## config.mk

```make
export PLATFORM = sky130hd
export DESIGN_NAME = netbios_name_query_responder
export DESIGN_NICKNAME = d
export VERILOG_FILES = /design/src/hw/rtl/nbns_pkg.sv /design/src/hw/rtl/netbios_name_query_responder.sv
export SDC_FILE = /design/constraint.sdc
export NUM_CORES = 1
export LEC_CHECK = 0
export ABC_AREA = 0
export ABC_CLOCK_PERIOD_IN_PS = 6900
export BUFFER_PORTS_ARGS = -buffer_cell sky130_fd_sc_hd__buf_2
export CAP_MARGIN = 10
export CORE_MARGIN = 2
export CORE_UTILIZATION = 50
export CTS_CLUSTER_DIAMETER = 40
export DETAILED_ROUTE_END_ITERATION = 10
export PLACE_DENSITY = 0.66
export SLEW_MARGIN = 0
export SYNTH_ARGS = -nofsm -noshare
export SYNTH_HDL_FRONTEND = slang
export SYNTH_SLANG_ARGS = --single-unit
```

## constraint.sdc

```tcl
create_clock -name aclk -period 6.9 [get_ports aclk]
set_input_delay 0.69 -clock aclk [delete_from_list [all_inputs] [get_ports aclk]]
set_output_delay 0.69 -clock aclk [all_outputs]
set_load 0.02 [all_outputs]
```

## src/hw/rtl/nbns_pkg.sv

```systemverilog
package nbns_pkg;

    localparam int NAME_FIELD_MAX_DEF = 32;
    localparam int CHECK_LIMIT        = 30;
    localparam int RESP_FIXED         = 30;
    localparam int NAME_OFFSET        = 13;
    localparam int OWN_CHARS          = 15;

    localparam logic [5:0] POS_ID_HI  = 6'd0;
    localparam logic [5:0] POS_ID_LO  = 6'd1;
    localparam logic [5:0] POS_FLAGS  = 6'd2;
    localparam logic [5:0] POS_QD_HI  = 6'd4;
    localparam logic [5:0] POS_QD_LO  = 6'd5;
    localparam logic [5:0] POS_LEN    = 6'd12;
    localparam logic [5:0] POS_MAX    = 6'd63;

    localparam logic [1:0] CFG_NAME_FIRST = 2'd0;
    localparam logic [1:0] CFG_NAME_LAST  = 2'd1;
    localparam logic [1:0] CFG_IP_ADDR    = 2'd2;

    localparam logic [7:0] RSP_FLAGS_HI = 8'h84;
    localparam logic [7:0] RSP_FLAGS_LO = 8'h80;
    localparam logic [7:0] RR_TYPE_NB   = 8'h20;
    localparam logic [7:0] RR_CLASS_IN  = 8'h01;
    localparam logic [7:0] ANSWER_ONE   = 8'h01;
    localparam logic [7:0] TTL_BYTE_HI  = 8'h01;
    localparam logic [7:0] TTL_BYTE_LO  = 8'h2c;
    localparam logic [7:0] RD_LENGTH    = 8'h06;
    localparam logic [7:0] LETTER_A     = 8'h41;
    localparam logic [7:0] CHAR_SPACE   = 8'h20;
    localparam logic [7:0] CHAR_NULL    = 8'h00;

    typedef logic [7:0] byte_t;

    function automatic byte_t header_byte(input logic [3:0] idx, input logic [15:0] id);
        byte_t b;
        case (idx)
            4'd0:    b = id[15:8];
            4'd1:    b = id[7:0];
            4'd2:    b = RSP_FLAGS_HI;
            4'd3:    b = RSP_FLAGS_LO;
            4'd7:    b = ANSWER_ONE;
            default: b = CHAR_NULL;
        endcase
        return b;
    endfunction

    function automatic byte_t trailer_byte(input logic [4:0] idx, input logic [31:0] ip);
        byte_t b;
        case (idx)
            5'd2:    b = RR_TYPE_NB;
            5'd4:    b = RR_CLASS_IN;
            5'd7:    b = TTL_BYTE_HI;
            5'd8:    b = TTL_BYTE_LO;
            5'd10:   b = RD_LENGTH;
            5'd13:   b = ip[31:24];
            5'd14:   b = ip[23:16];
            5'd15:   b = ip[15:8];
            5'd16:   b = ip[7:0];
            default: b = CHAR_NULL;
        endcase
        return b;
    endfunction

    function automatic byte_t to_lower(input byte_t c);
        byte_t r;
        if (c >= 8'h41 && c <= 8'h5a) begin
            r = c + 8'h20;
        end else begin
            r = c;
        end
        return r;
    endfunction

    function automatic logic is_lower_letter(input byte_t c);
        return (c >= 8'h61) && (c <= 8'h7a);
    endfunction

endpackage

```

## src/hw/rtl/netbios_name_query_responder.sv

```systemverilog
// NetBIOS name service query responder
//
// s_ channel: one UDP payload byte per transaction (s_rx_byte), s_end_of_packet
// on the final byte. m_ channel: bytes of the positive name query response,
// m_last_byte on its final byte. cfg_ channel: register writes, always ready
// (index 0: name chars 0..7, 1: name chars 8..14, 2: IPv4 address).
//
// Input bytes are taken at one per cycle while s_ready is high. A matching
// packet yields 30 + name length response bytes (at most 62) via the sequencer,
// read stage and output register, one per cycle while m_ready is high.
// The encoded name sits in a two-bank name memory: one bank fills from the
// incoming packet while the other is read out for the response, so only a
// final byte arriving while a response is still being read out waits.
// A stall on m_ holds the output register and the read pipeline in place.
// Reset clears the packet state, the configuration and the response sequencer;
// the name memory is not cleared since every entry read was written first.
module netbios_name_query_responder #(
    parameter int NAME_FIELD_MAX = nbns_pkg::NAME_FIELD_MAX_DEF
) (
    input  logic        aclk,
    input  logic        aresetn,
    input  logic        s_valid,
    output logic        s_ready,
    input  logic [7:0]  s_rx_byte,
    input  logic        s_end_of_packet,
    output logic        m_valid,
    input  logic        m_ready,
    output logic [7:0]  m_tx_byte,
    output logic        m_last_byte,
    input  logic        cfg_valid,
    output logic        cfg_ready,
    input  logic [1:0]  cfg_index,
    input  logic [63:0] cfg_data
);
    import nbns_pkg::*;

    localparam int AW    = (NAME_FIELD_MAX > 1) ? $clog2(NAME_FIELD_MAX) : 1;
    localparam int LW    = $clog2(NAME_FIELD_MAX + 1);
    localparam int TW    = $clog2(RESP_FIXED + NAME_FIELD_MAX);
    localparam int DEPTH = 2 ** (AW + 1);

    // configuration
    logic [63:0] name_first_reg;
    logic [55:0] name_last_reg;
    logic [31:0] ip_reg;

    // receive side
    logic [5:0]    pos_reg, pos_next;
    logic [15:0]   txid_reg, txid_next;
    logic          rej_reg, rej_next;
    logic          qd_reg, qd_next;
    logic [LW-1:0] len_reg, len_next;
    logic          term_reg, term_next;
    logic          cmp_done_reg, cmp_done_next;
    logic          cmp_ok_reg, cmp_ok_next;
    logic [7:0]    first_reg, first_next;
    logic          rx_bank_reg, rx_bank_next;

    // response side
    logic          tx_active_reg;
    logic [TW-1:0] tx_idx_reg;
    logic [LW-1:0] tx_len_reg;
    logic [15:0]   tx_id_reg;
    logic          tx_bank_reg;
    logic          s1_valid_reg, s1_name_reg, s1_last_reg;
    logic [7:0]    s1_byte_reg;
    logic [7:0]    rd_reg;
    logic          m_valid_reg, m_last_reg;
    logic [7:0]    m_byte_reg;

    logic [7:0] name_mem [DEPTH];

    logic          s_fire;
    logic          emit_start;
    logic          adv;
    logic [5:0]    idx;
    logic [5:0]    len6;
    logic          in_name, store, term_byte, pair_now;
    logic [7:0]    pair_first, pair_second, dec_hi, dec_lo, got, got_l, ours;
    logic [119:0]  own_name_w;
    logic [7:0]    own_char [16];
    logic          mem_we;
    logic [AW:0]   wr_addr, rd_addr;
    logic [TW-1:0] tx_last_idx, name_end;
    logic          tx_in_name, tx_is_last;
    logic [7:0]    tx_const;

    assign cfg_ready = 1'b1;
    assign s_ready   = !(tx_active_reg && s_end_of_packet);
    assign s_fire    = s_valid && s_ready;

    always_ff @(posedge aclk) begin
        if (!aresetn) begin
            name_first_reg <= '0;
            name_last_reg  <= '0;
            ip_reg         <= '0;
        end else if (cfg_valid) begin
            case (cfg_index)
                CFG_NAME_FIRST: name_first_reg <= cfg_data;
                CFG_NAME_LAST:  name_last_reg  <= cfg_data[55:0];
                CFG_IP_ADDR:    ip_reg         <= cfg_data[31:0];
                default: ;
            endcase
        end
    end

    assign own_name_w = {name_first_reg, name_last_reg};

    always_comb begin
        for (int i = 0; i < OWN_CHARS; i++) begin
            own_char[i] = own_name_w[119 - 8 * i -: 8];
        end
        own_char[15] = CHAR_NULL;
    end

    // incremental name compare, per letter pair on its second or final name byte
    assign idx         = pos_reg - 6'(NAME_OFFSET);
    assign len6        = 6'(len_reg);
    assign in_name     = !rej_reg && (pos_reg > POS_LEN);
    assign store       = in_name && (idx < len6);
    assign term_byte   = in_name && (idx == len6);
    assign pair_now    = store && (idx[0] || (idx == len6 - 6'd1))
                         && ({idx[5:1], 1'b0} < 6'(CHECK_LIMIT));
    assign pair_first  = idx[0] ? first_reg : s_rx_byte;
    assign pair_second = idx[0] ? s_rx_byte : LETTER_A;
    assign dec_hi      = pair_first - LETTER_A;
    assign dec_lo      = pair_second - LETTER_A;
    assign got         = {dec_hi[3:0], 4'b0000} + dec_lo;
    assign got_l       = to_lower(got);
    assign ours        = to_lower(own_char[idx[4:1]]);

    always_comb begin
        pos_next      = pos_reg;
        txid_next     = txid_reg;
        rej_next      = rej_reg;
        qd_next       = qd_reg;
        len_next      = len_reg;
        term_next     = term_reg;
        cmp_done_next = cmp_done_reg;
        cmp_ok_next   = cmp_ok_reg;
        first_next    = first_reg;
        rx_bank_next  = rx_bank_reg;
        emit_start    = 1'b0;
        if (s_fire) begin
            if (!rej_reg) begin
                case (pos_reg)
                    POS_ID_HI: txid_next[15:8] = s_rx_byte;
                    POS_ID_LO: txid_next[7:0]  = s_rx_byte;
                    POS_FLAGS: begin
                        if (s_rx_byte[7]) begin
                            rej_next = 1'b1;
                        end
                    end
                    POS_QD_HI, POS_QD_LO: begin
                        if (s_rx_byte != CHAR_NULL) begin
                            qd_next = 1'b1;
                        end
                    end
                    POS_LEN: begin
                        if (!qd_reg || (s_rx_byte > 8'(NAME_FIELD_MAX))) begin
                            rej_next = 1'b1;
                        end else begin
                            len_next = LW'(s_rx_byte);
                        end
                    end
                    default: ;
                endcase
            end
            if (store && !idx[0]) begin
                first_next = s_rx_byte;
            end
            if (pair_now && !cmp_done_reg) begin
                if ((got_l == CHAR_SPACE) && !is_lower_letter(ours)) begin
                    cmp_done_next = 1'b0;
                end else if (got_l == CHAR_NULL) begin
                    cmp_done_next = 1'b1;
                    cmp_ok_next   = (ours == CHAR_NULL);
                end else if (got_l != ours) begin
                    cmp_done_next = 1'b1;
                    cmp_ok_next   = 1'b0;
                end
            end
            if (term_byte) begin
                if (s_rx_byte != CHAR_NULL) begin
                    rej_next = 1'b1;
                end else begin
                    term_next = 1'b1;
                end
            end
            if (pos_reg != POS_MAX) begin
                pos_next = pos_reg + 6'd1;
            end
            if (s_end_of_packet) begin
                emit_start    = !rej_next && term_next && (!cmp_done_next || cmp_ok_next);
                pos_next      = '0;
                rej_next      = 1'b0;
                qd_next       = 1'b0;
                len_next      = '0;
                term_next     = 1'b0;
                cmp_done_next = 1'b0;
                cmp_ok_next   = 1'b0;
                if (emit_start) begin
                    rx_bank_next = !rx_bank_reg;
                end
            end
        end
    end

    always_ff @(posedge aclk) begin
        if (!aresetn) begin
            pos_reg      <= '0;
            txid_reg     <= '0;
            rej_reg      <= 1'b0;
            qd_reg       <= 1'b0;
            len_reg      <= '0;
            term_reg     <= 1'b0;
            cmp_done_reg <= 1'b0;
            cmp_ok_reg   <= 1'b0;
            rx_bank_reg  <= 1'b0;
        end else begin
            pos_reg      <= pos_next;
            txid_reg     <= txid_next;
            rej_reg      <= rej_next;
            qd_reg       <= qd_next;
            len_reg      <= len_next;
            term_reg     <= term_next;
            cmp_done_reg <= cmp_done_next;
            cmp_ok_reg   <= cmp_ok_next;
            rx_bank_reg  <= rx_bank_next;
        end
    end

    always_ff @(posedge aclk) begin
        first_reg <= first_next;
    end

    // name memory, one bank per packet in flight
    assign mem_we  = s_fire && store;
    assign wr_addr = {rx_bank_reg, idx[AW-1:0]};

    always_ff @(posedge aclk) begin
        if (mem_we) begin
            name_mem[wr_addr] <= s_rx_byte;
        end
    end

    // response sequencer, read stage and output register share one enable
    assign adv         = !m_valid_reg || m_ready;
    assign tx_last_idx = TW'(RESP_FIXED - 1) + TW'(tx_len_reg);
    assign name_end    = TW'(NAME_OFFSET) + TW'(tx_len_reg);
    assign tx_in_name  = (tx_idx_reg >= TW'(NAME_OFFSET)) && (tx_idx_reg < name_end);
    assign tx_is_last  = (tx_idx_reg == tx_last_idx);
    assign rd_addr     = {tx_bank_reg, AW'(tx_idx_reg - TW'(NAME_OFFSET))};

    always_comb begin
        if (tx_idx_reg < TW'(NAME_OFFSET - 1)) begin
            tx_const = header_byte(tx_idx_reg[3:0], tx_id_reg);
        end else if (tx_idx_reg == TW'(NAME_OFFSET - 1)) begin
            tx_const = 8'(tx_len_reg);
        end else begin
            tx_const = trailer_byte(5'(tx_idx_reg - name_end), ip_reg);
        end
    end

    always_ff @(posedge aclk) begin
        if (!aresetn) begin
            tx_active_reg <= 1'b0;
            tx_idx_reg    <= '0;
            s1_valid_reg  <= 1'b0;
            m_valid_reg   <= 1'b0;
        end else begin
            if (emit_start) begin
                tx_active_reg <= 1'b1;
                tx_idx_reg    <= '0;
            end else if (adv && tx_active_reg) begin
                tx_idx_reg <= tx_idx_reg + TW'(1);
                if (tx_is_last) begin
                    tx_active_reg <= 1'b0;
                end
            end
            if (adv) begin
                s1_valid_reg <= tx_active_reg;
                m_valid_reg  <= s1_valid_reg;
            end
        end
    end

    always_ff @(posedge aclk) begin
        if (emit_start) begin
            tx_len_reg  <= len_reg;
            tx_id_reg   <= txid_next;
            tx_bank_reg <= rx_bank_reg;
        end
        if (adv) begin
            rd_reg      <= name_mem[rd_addr];
            s1_name_reg <= tx_in_name;
            s1_byte_reg <= tx_const;
            s1_last_reg <= tx_is_last;
            m_byte_reg  <= s1_name_reg ? rd_reg : s1_byte_reg;
            m_last_reg  <= s1_last_reg;
        end
    end

    assign m_valid     = m_valid_reg;
    assign m_tx_byte   = m_byte_reg;
    assign m_last_byte = m_last_reg;

    a_start_idle: assert property (@(posedge aclk) disable iff (!aresetn)
        emit_start |-> !tx_active_reg)
        else $error("response started while another is being read out");

    a_bank_split: assert property (@(posedge aclk) disable iff (!aresetn)
        (mem_we && tx_active_reg) |-> (rx_bank_reg != tx_bank_reg))
        else $error("name write hits the bank being read out");

    a_idx_range: assert property (@(posedge aclk) disable iff (!aresetn)
        tx_active_reg |-> (tx_idx_reg <= tx_last_idx))
        else $error("response index past the end");

    a_term_rej: assert property (@(posedge aclk) disable iff (!aresetn)
        !(rej_reg && term_reg))
        else $error("packet both rejected and terminated");

    a_last_ends: assert property (@(posedge aclk) disable iff (!aresetn)
        (tx_active_reg && tx_is_last && adv) |=> !tx_active_reg)
        else $error("sequencer still active after last byte");

endmodule

```

Word-level counts from Yosys, hierarchy flattened
Memories as Yosys holds them, arrays and structs flattened. A register that Yosys moved wholly into a read port is not among the register bits.
Index checks and enable logic that the tools add are counted.
Operators by class
  bitwise operators: 2
  reductions and logical operators: 56
  eq/ne operators: 29
  multiplexer cells: 57
  order comparisons: 14
  add/sub/neg operators: 13
Operator list (count)
  $mux 8: 10
  $pmux 8 s8: 1
  $pmux 8 s5: 1
  $mux 6: 6
  $mux 1: 34
  $bmux 8 s4: 1
  $mux 16: 2
  $eq 5x4->1 const B: 5
  $ge 8x7->1 const B: 3
  $le 8x7->1 const B: 3
  $eq 6x6->1: 3
  $logic_and 1x1->1: 18
  $add 8x6->8 const B: 2
  $logic_not 8->1: 2
  $add 6x1->6 const B: 2
  $eq 6x3->1 const B: 2
  $eq 6x4->1 const B: 2
  $lt 6x6->1: 2
  $reduce_and 2->1: 6
  $reduce_bool 2->1: 6
  $eq 5x3->1 const B: 2
  $logic_not 1->1: 10
  $add 8x8->8: 1
  $eq 4x2->1 const B: 2
  38 further kinds: 45
Word-level totals
  output and inout bits: 12
  input bits: 80
  word-level logic and storage cells: 197
  memories: 1
  register bits after elaboration: 241
  memory bits (writable): 512
Memory list
  name_mem: words 64, bits a word 8, read ports 1, clocked after Yosys merged registers in 1, write ports 1, RTL line netbios_name_query_responder.sv:71  | logic [7:0] name_mem [DEPTH];

Longest topological paths before layout
Gate-level depths: netlist (run 1).
  depth in word-level cells: 22
  depth in mapped cells: 21
  mapped depth without buffers: 17

Worst setup path after synthesis (run 1)
No wires, ideal clock.
  path type: register to register
  from: register pos_reg[0]
  to: register tx_bank_reg (enable)
  path buffers: 6
  path slack: 2.140 ns
  required time: 6.577 ns
  period minus slack after synthesis: 4.760 ns
  stages on the path, launching flop included: 17
  library setup time: 0.323 ns
  data arrival time: 4.436 ns
  cell sequence: dfxtp_1 buf_2 clkbuf_1 clkinv_1 ha_1 buf_6 buf_2 buf_2 mux4_2 a22oi_1 nand2_1 ha_1 o311a_1 nor4_1 a31o_1 o221a_1 buf_6
Between the ends
  word-level cells in the longest chain between the ends: 20
  elaborated cells between the ends (all ways): 67
  classes of those cells: add/sub: 6; order compare: 9; eq/ne: 6; mux: 26; bitwise: 1; reduce/logical: 19
RTL lines
  from (decl): RTL line netbios_name_query_responder.sv:48  | logic [5:0] pos_reg, pos_next;
  from (signal assigned): RTL line netbios_name_query_responder.sv:221  | pos_reg <= pos_next;
  branches (longest 17 deep; another with $sub 8x7->8)
  $logic_and 1x1->1 (*): RTL line netbios_name_query_responder.sv:194  | emit_start = !rej_next && term_next && (!cmp_done_next || cmp_ok_next);
  $mux 1 (*): RTL line netbios_name_query_responder.sv:193  | if (s_end_of_packet) begin
  $mux 1 (*): RTL line netbios_name_query_responder.sv:144  | if (s_fire) begin
  named net emit_start: RTL line netbios_name_query_responder.sv:74  | logic emit_start;
  to (signal assigned): RTL line netbios_name_query_responder.sv:292  | tx_bank_reg <= rx_bank_reg;
  to (decl): RTL line netbios_name_query_responder.sv:64  | logic tx_bank_reg;
Mark *: on every way through the listed nets, which the timed path passes. The select of a mux whose other input is x is not followed.
A chain may end at the register's enable or synchronous reset.

Worst setup path after layout (run 1)
  from: register pos_reg[0]
  to: memory name_mem[60][1] (enable)
Between the ends
  word-level cells in the longest chain between the ends: 6
  elaborated cells between the ends (all ways): 8
  classes of those cells: add/sub: 1; order compare: 2; mux: 2; reduce/logical: 3
RTL lines
  $sub 6x4->6 or $gt 6x4->1 (tied branches): RTL line netbios_name_query_responder.sv:117, netbios_name_query_responder.sv:119
  $lt 6x6->1 or $logic_and 1x1->1 (tied branches): RTL line netbios_name_query_responder.sv:120, netbios_name_query_responder.sv:119
  $logic_and 1x1->1: RTL line netbios_name_query_responder.sv:120  | assign store = in_name && (idx < len6);
  $logic_and 1x1->1: RTL line netbios_name_query_responder.sv:238  | assign mem_we = s_fire && store;
  $mux 1: RTL line netbios_name_query_responder.sv:242  | if (mem_we) begin
  $mux 1 (implied by the code): RTL line netbios_name_query_responder.sv:243  | name_mem[wr_addr] <= s_rx_byte;
  to (decl): RTL line netbios_name_query_responder.sv:71
Several ways; a longest one is shown, not always the timed one.

==> qor.yml, run 1 <==
cts:
  cts.sinks: 761
  cts_made_buffers: 105
  cts-htree-levels: 3
  cts_hold_buf: 0
  clk_pin_slew_worst_paths_ps: 60
  clock_path_buffers: 3
  post-cts-setup-buffers: 0
  cts_resized: 0
  clock_insertion_delay_worst_skew_ps: 660
  cts_tree: "done"
  cts_root_buf: "clkbuf_16"
die:
  ios: 92
  core-area_um2: 64300
  start_util: 0.504
  dieHeight_um: 259
  fp.dieW_um: 259
  row_count: 93
  dieArea_um2: 67000
placement:
  dp_cells: 3019
  placed_area_um2: 33700
  dp_hpwl_um: 53400
  gp_congestion: 0.858
  io_buffers: 90
critical_path:
  worstSetupStartpointType: "flop"
  r2r_setup_slack_ps: 1040
  cp.arrival_ps: 6130
  timing.rr.start: "pos_reg[0]$_SDFFE_PN0P_"
  path_class: "flop to flop"
  startpoint: "pos_reg[0]$_SDFFE_PN0P_"
  critPathMaxFanout: 20
  r2r_end: "name_mem[60][1]$_DFFE_PP_"
  end_kind: "flop"
  crit_required_ps: 7170
  r2r.worst_path.cells: 11
synth:
  synth_seq_area_share: 0.644
  syn_nets: 2293
  ys_ff_latch: 761
  synth_area_leaders: "edfxtp_1 (52%), mux4_2 (13%), dfxtp_1 (12%), nand2_1 (4.2%), a21boi_0 (3.7%)"
  synth_edf_count: 566
  synth-async-reset-ratio: 0
  synth_area_leader_cell: "edfxtp_1"
  synthCells: 2172
  syn_avg_cell_area_um2: 14.9
  synth_warnings: 0
  netlist_area_um2: 32500
  synth_top_area_frac: 0.524
  synthFlopType: "edfxtp_1"
  synth_cell_type_count: 86
route:
  drt_wl_total_um: 82800
  drt_first_pass_iters: 5
  drc_errors: 0
  viasPerCell: 6.02
  vias: 19400
  wl_per_cell_um: 25.7
  drt_iter0_drc: 2426
  postRouteAntennaNets: 0
power:
  p_leak_nw: 12.2
  ir_drop_uv: 246
  power.combinational.fraction: 0.039
  power_switching_mw: 2.46
  clockPowerShare: 0.505
  p_int_mw: 8.44
  seqPwrFrac: 0.455
  powerDensity_nw_per_um2: 291
  swShare: 0.225
timing:
  worstMarginPinSlew_ps: 1240
  relSlewSlack: 0.163
  finalSetupViolCount: 0
  fin_crit_sh: 0.849
  clock-skew-final_ps: 25.6
  final_max_slew_viol_count: 0
  rsz0062_at_grt: "no"
  post-route-min-period_ps: 5860
  max_freq_ghz: 0.171
  tns_ps: 0
  hold_viol: 0
layout:
  area_growth_pct: 15.2
  layout_common_cells: "edfxtp_1 (566), nand2_1 (367), dfxtp_1 (194), mux4_2 (188), a21boi_0 (159)"
  drive_gt1_frac: 0.238
  layout_commonest_cell: "edfxtp_1"
  fin_util: 0.581
  nets: 2393
  largest_reg_flops: 512
  final_area_um2: 37400
  layoutNonFillerInstCount: 3218
  fillCellCount: 4902
min_path:
  hold_start: "cfg_data[58]"
  worstHoldPathCells: 3
  holdPathEnd: "name_first_reg[58]$_SDFFE_PN0P_"
  hp-class: "primary input to flop"
global_route:
  grt_first_pass_wirelength_um: 125000
  grt_pass1_vias: 19200
  grt_max_degree: 138
  groute.usage.overall: 0.250
  antenna_found_initial: 1
  grt.overflow.total: 0
flow_run:
  maxCapViolCount: 0
outcome:
  run_status: "completed"
[per-layer routing]
metal | global-route usage | wire length, um | vias up
met5 | 0 | 0 | -
met4 | 0.0649 | 1830 | 0
met3 | 0.0494 | 7050 | 128
met2 | 0.409 | 40500 | 916
met1 | 0.346 | 33400 | 9852
li1 | - | - | 8475
[cells in the mapped netlist (all sizes together) (19+ instances only)]
| master | count |
|---|---|
| mux4 | 190 |
| a21boi | 162 |
| clkbuf | 90 |
| inv | 35 |
| mux2 | 37 |
| ha | 39 |
| buf | 37 |
| a22oi | 22 |
| a21oi | 31 |
| and2 | 23 |
| nand3 | 28 |
| nand2 | 368 |
| nor2 | 103 |
| dfxtp | 195 |
| xnor2 | 25 |
| o21ai | 20 |
| xor2 | 19 |
| edfxtp | 566 |
[worst max-delay path, stage by stage (launching register included)]
cell and delay, ps:
dfxtp_1 800, clkinv_1 540, ha_1 490, xor2_4 200
inv_2 310, ha_1 320, o21ai_0 80, a21oi_1 90
a2111oi_0 640, and3_1 460, nand3_1 730, nor2_1 810
[power groups by stage]
stage | Sequential [mW] | Clock [mW] | Combinational [mW]
final | 4.96 | 5.51 | 0.428
after global routing | 4.96 | 5.77 | 0.467
after CTS | 4.96 | 5.56 | 0.423
after detailed placement | 5.06 | 0 | 0.422
after global placement | 5.06 | 0 | 0.409
after floorplan | 5.05 | 0 | 0.251
[final cells by class]
type | instances | area (um^2) | share of cell area
clock inverter | 72 | 796 | 0.0213
clock buffer | 125 | 2880 | 0.0770
sequential | 761 | 20900 | 0.559
multi-input combinational | 1248 | 10900 | 0.292
inverter | 36 | 135 | 0.00361
antenna | 1 | 2.50 | 0.0000669
tap | 855 | 1070 | 0.0286
timing repair buffer | 120 | 684 | 0.0183
[metrics by stage]
stage	hold WS, ps	total power [mW]	worst slack [ps]
detailed placement	427	5.48	1080
finish	295	10.9	1040
global route	309	11.2	523
floorplan	400	5.30	2140
global placement	403	5.47	1280
CTS	281	10.9	1100
[kinds of logic after synthesis]
| kind of cell | share of synthesized area |
|---|---|
| compound gates | 0.0741 |
| other cells | 0.000116 |
| flops | 0.644 |
| simple gates | 0.0820 |
| fa+ha+maj | 0.0163 |
| buf+inv | 0.0212 |
| xor+xnor | 0.0137 |
| mux | 0.149 |
[worst max-delay path by stage]
| stage | cells past startpoint | slack (ps) | to |
|---|---|---|---|
| floorplan | 16 | 2140 | tx_bank_reg$_DFFE_PP_ |
| global placement | 12 | 1280 | tx_bank_reg$_DFFE_PP_ |
| detailed placement | 12 | 1080 | tx_id_reg[0]$_DFFE_PP_ |
| CTS | 12 | 1100 | tx_id_reg[8]$_DFFE_PP_ |
| global route | 14 | 520 | tx_bank_reg$_DFFE_PP_ |
| finish | 11 | 1040 | name_mem[60][1]$_DFFE_PP_ |
Note: power is estimated with default switching activity, not from simulation.
==> run 2: changes to the inputs <==
--- a/config.mk
+++ b/config.mk
@@ -6,14 +6,14 @@
 export NUM_CORES = 1
 export LEC_CHECK = 0
 export ABC_AREA = 0
-export ABC_CLOCK_PERIOD_IN_PS = 6900
+export ABC_CLOCK_PERIOD_IN_PS = 5100
 export BUFFER_PORTS_ARGS = -buffer_cell sky130_fd_sc_hd__buf_2
 export CAP_MARGIN = 10
 export CORE_MARGIN = 2
 export CORE_UTILIZATION = 50
 export CTS_CLUSTER_DIAMETER = 40
 export DETAILED_ROUTE_END_ITERATION = 10
-export PLACE_DENSITY = 0.66
+export PLACE_DENSITY = 0.69
 export SLEW_MARGIN = 0
 export SYNTH_ARGS = -nofsm -noshare
 export SYNTH_HDL_FRONTEND = slang
==> constraint.sdc (replaced) <==
create_clock -name aclk -period 5.1 [get_ports aclk]
set_input_delay 0.51 -clock aclk [delete_from_list [all_inputs] [get_ports aclk]]
set_output_delay 0.51 -clock aclk [all_outputs]
set_load 0.02 [all_outputs]
==> run 2 against run 1 <==
Net effect:
- sequential share of layout area grew 0.088 points
- final cell count is essentially flat
- via count is 0.97% lower
- worst hold slack worse by 180 ps
- final area fell by 0.16%
- critical path depth is 2 higher
- fmax rose by 25%
- clock power increased by 31%
- worst setup slack worse by 640 ps
- clock skew fell by 9.7 ps
- clock-buffer cell count shrank 15
- largest power group unchanged
==> qor.yml, run 2 (synthesis results as in run 1) <==
outcome:
  run_status: "completed"
die:
  fp.dieW_um: 259  # unchanged
  row_count: 93  # unchanged
  start_util: 0.504  # unchanged
  dieHeight_um: 259  # unchanged
  core-area_um2: 64300  # unchanged
  dieArea_um2: 67000  # unchanged
  ios: 92  # unchanged
timing:
  relSlewSlack: 0.229  # +0.0663
  fin_crit_sh: 0.922  # +0.0726
  finalSetupViolCount: 0  # unchanged
  worstMarginPinSlew_ps: 1160  # -88.0 ps
  final_max_slew_viol_count: 0  # unchanged
  tns_ps: 0  # unchanged
  max_freq_ghz: 0.213  # +25%
  hold_viol: 0  # unchanged
  post-route-min-period_ps: 4700  # -1160 ps
  rsz0062_at_grt: "no"
  clock-skew-final_ps: 15.8  # -9.71 ps
route:
  drc_errors: 0  # unchanged
  viasPerCell: 5.97  # -0.88%
  wl_per_cell_um: 24.7  # -3.9%
  drt_wl_total_um: 79500  # -4.0%
  postRouteAntennaNets: 0  # unchanged
  drt_first_pass_iters: 7  # +2
  vias: 19200  # -0.97%
  drt_iter0_drc: 2015  # -17%
power:
  powerDensity_nw_per_um2: 388  # +33%
  ir_drop_uv: 270  # +9.5%
  p_leak_nw: 12.2  # -0.47%
layout:
  fillCellCount: 4837  # -1.3%
  fin_util: 0.580  # -0.000914
  layout_commonest_cell: "edfxtp_1"
  layout_common_cells: "edfxtp_1 (566), nand2_1 (367), dfxtp_1 (194), mux4_2 (188), a21boi_0 (159)"
  nets: 2395  # +0.084%
  insertedDiodeCount: 0  # -1
  largest_reg_flops: 512  # unchanged
  drive_gt1_frac: 0.237  # -0.00107
  area_growth_pct: 15.0
cts:
  cts_made_buffers: 99  # -5.7%
  post-cts-setup-buffers: 0  # unchanged
  cts-htree-levels: 3  # unchanged
  clock_insertion_delay_worst_skew_ps: 660  # about the same
  cts_tree: "done"
  cts_resized: 0  # unchanged
  clk_pin_slew_worst_paths_ps: 60  # about the same
  cts.sinks: 761  # unchanged
  clock_path_buffers: 3  # unchanged
  cts_hold_buf: 0  # unchanged
  cts_root_buf: "clkbuf_16"
critical_path:
  path_class: "flop to flop"
  crit_cells: 13  # +2
  cp.arrival_ps: 5040  # -1090 ps
  cp_slowest_stage_delay_ps: 560  # -250 ps
  cp_top_family: "compound AO/OA/AOI/OAI gates"
  cp_cell_sequence: "inv_1 -> ha_1 -> xor2_4 -> inv_2 -> mux4_2 -> a222oi_1 -> nand2_1 -> ha_1 -> o311a_1 -> nor4_1 -> a31o_1 -> o221a_1 -> buf_12"
  startpoint: "pos_reg[1]$_SDFFE_PN0P_"
  r2r.worst_path.cells: 13  # +2
  crit_required_ps: 5440  # -1730 ps
  worstSetupStartpointType: "flop"
  path_buf_inv: 3  # +1
  crit_path_end: "tx_id_reg[2]$_DFFE_PP_"
  end_kind: "flop"
  r2r_end: "tx_id_reg[2]$_DFFE_PP_"
  crit_slowest_cell: "mux4_2"
  critPathMaxFanout: 31  # +55%
  r2r_setup_slack_ps: 400  # -640 ps
  timing.rr.start: "pos_reg[1]$_SDFFE_PN0P_"
  crit_top_cell: "ha_1"
global_route:
  groute.usage.overall: 0.241  # -0.00911
  grt_max_degree: 98  # -29%
  grt_first_pass_wirelength_um: 121000  # -3.0%
  grt_pass1_vias: 19100  # -0.42%
  grt.overflow.total: 0  # unchanged
  antenna_found_initial: 2  # +1
flow_run:
  maxCapViolCount: 0  # unchanged
placement:
  io_buffers: 90  # unchanged
  gp_congestion: 0.911  # +6.2%
  dp_hpwl_um: 50300  # -5.9%
min_path:
  hp-class: "primary input to flop"
  worstHoldPathCells: 3  # unchanged
  hold_start: "cfg_data[62]"
==> run 2: power by group <==
group	switching [mW]	total (mW)	internal [mW]
registers	0.0244	6.71	6.68
logic	0.358	0.563	0.205
clock network	2.83	7.20	4.37
total	3.21	14.5	11.3
==> run 2: worst min path at each step <==
stage	to	slack (ps)
floorplan	m_last_byte$_DFFE_PN_	400
global placement	m_last_byte$_DFFE_PN_	410
detailed placement	m_last_byte$_DFFE_PN_	410
CTS	name_first_reg[62]$_SDFFE_PN0P_	80
global route	name_first_reg[62]$_SDFFE_PN0P_	100
finish	name_first_reg[62]$_SDFFE_PN0P_	110
==> run 2: stage by stage <==
stage                     total power [mW]  setup slack [ps]  hold WS, ps  cell area (um^2)  std cells
after floorplan                       7.17               340          400             32500       2172
after global placement                7.38               455          409             33800       3027
after detailed placement              7.40               325          406             33800       3027
after CTS                             14.6               370         84.4             37300       3214
after global routing                  14.9              36.2          100             37300       3215
final                                 14.5               398          111             37300       3215
==> run 2: area by class of cell <==
| cell class | instances | area [um^2] | share of cell area |
|---|---|---|---|
| inverter | 36 | 135 | 0.00362 |
| sequential | 761 | 20900 | 0.560 |
| multi-input combinational | 1248 | 10900 | 0.293 |
| timing repair buffer | 128 | 796 | 0.0213 |
| clock inverter | 77 | 917 | 0.0246 |
| tap | 855 | 1070 | 0.0286 |
| clock buffer | 110 | 2590 | 0.0694 |
==> run 2: worst register-to-register path, stage by stage, from the launching register on <==
cell and delay [ps]:
dfxtp_1 470, inv_1 160, ha_1 340, xor2_4 200
inv_2 320, mux4_2 570, a222oi_1 260, nand2_1 240
ha_1 400, o311a_1 360, nor4_1 310, a31o_1 240
o221a_1 280, buf_12 240
==> run 2: layer usage <==
metal  track usage  wire length (um)
met5             0                 8
met4        0.0859              2540
met3        0.0341              5700
met2         0.399             39500
met1         0.329             31800
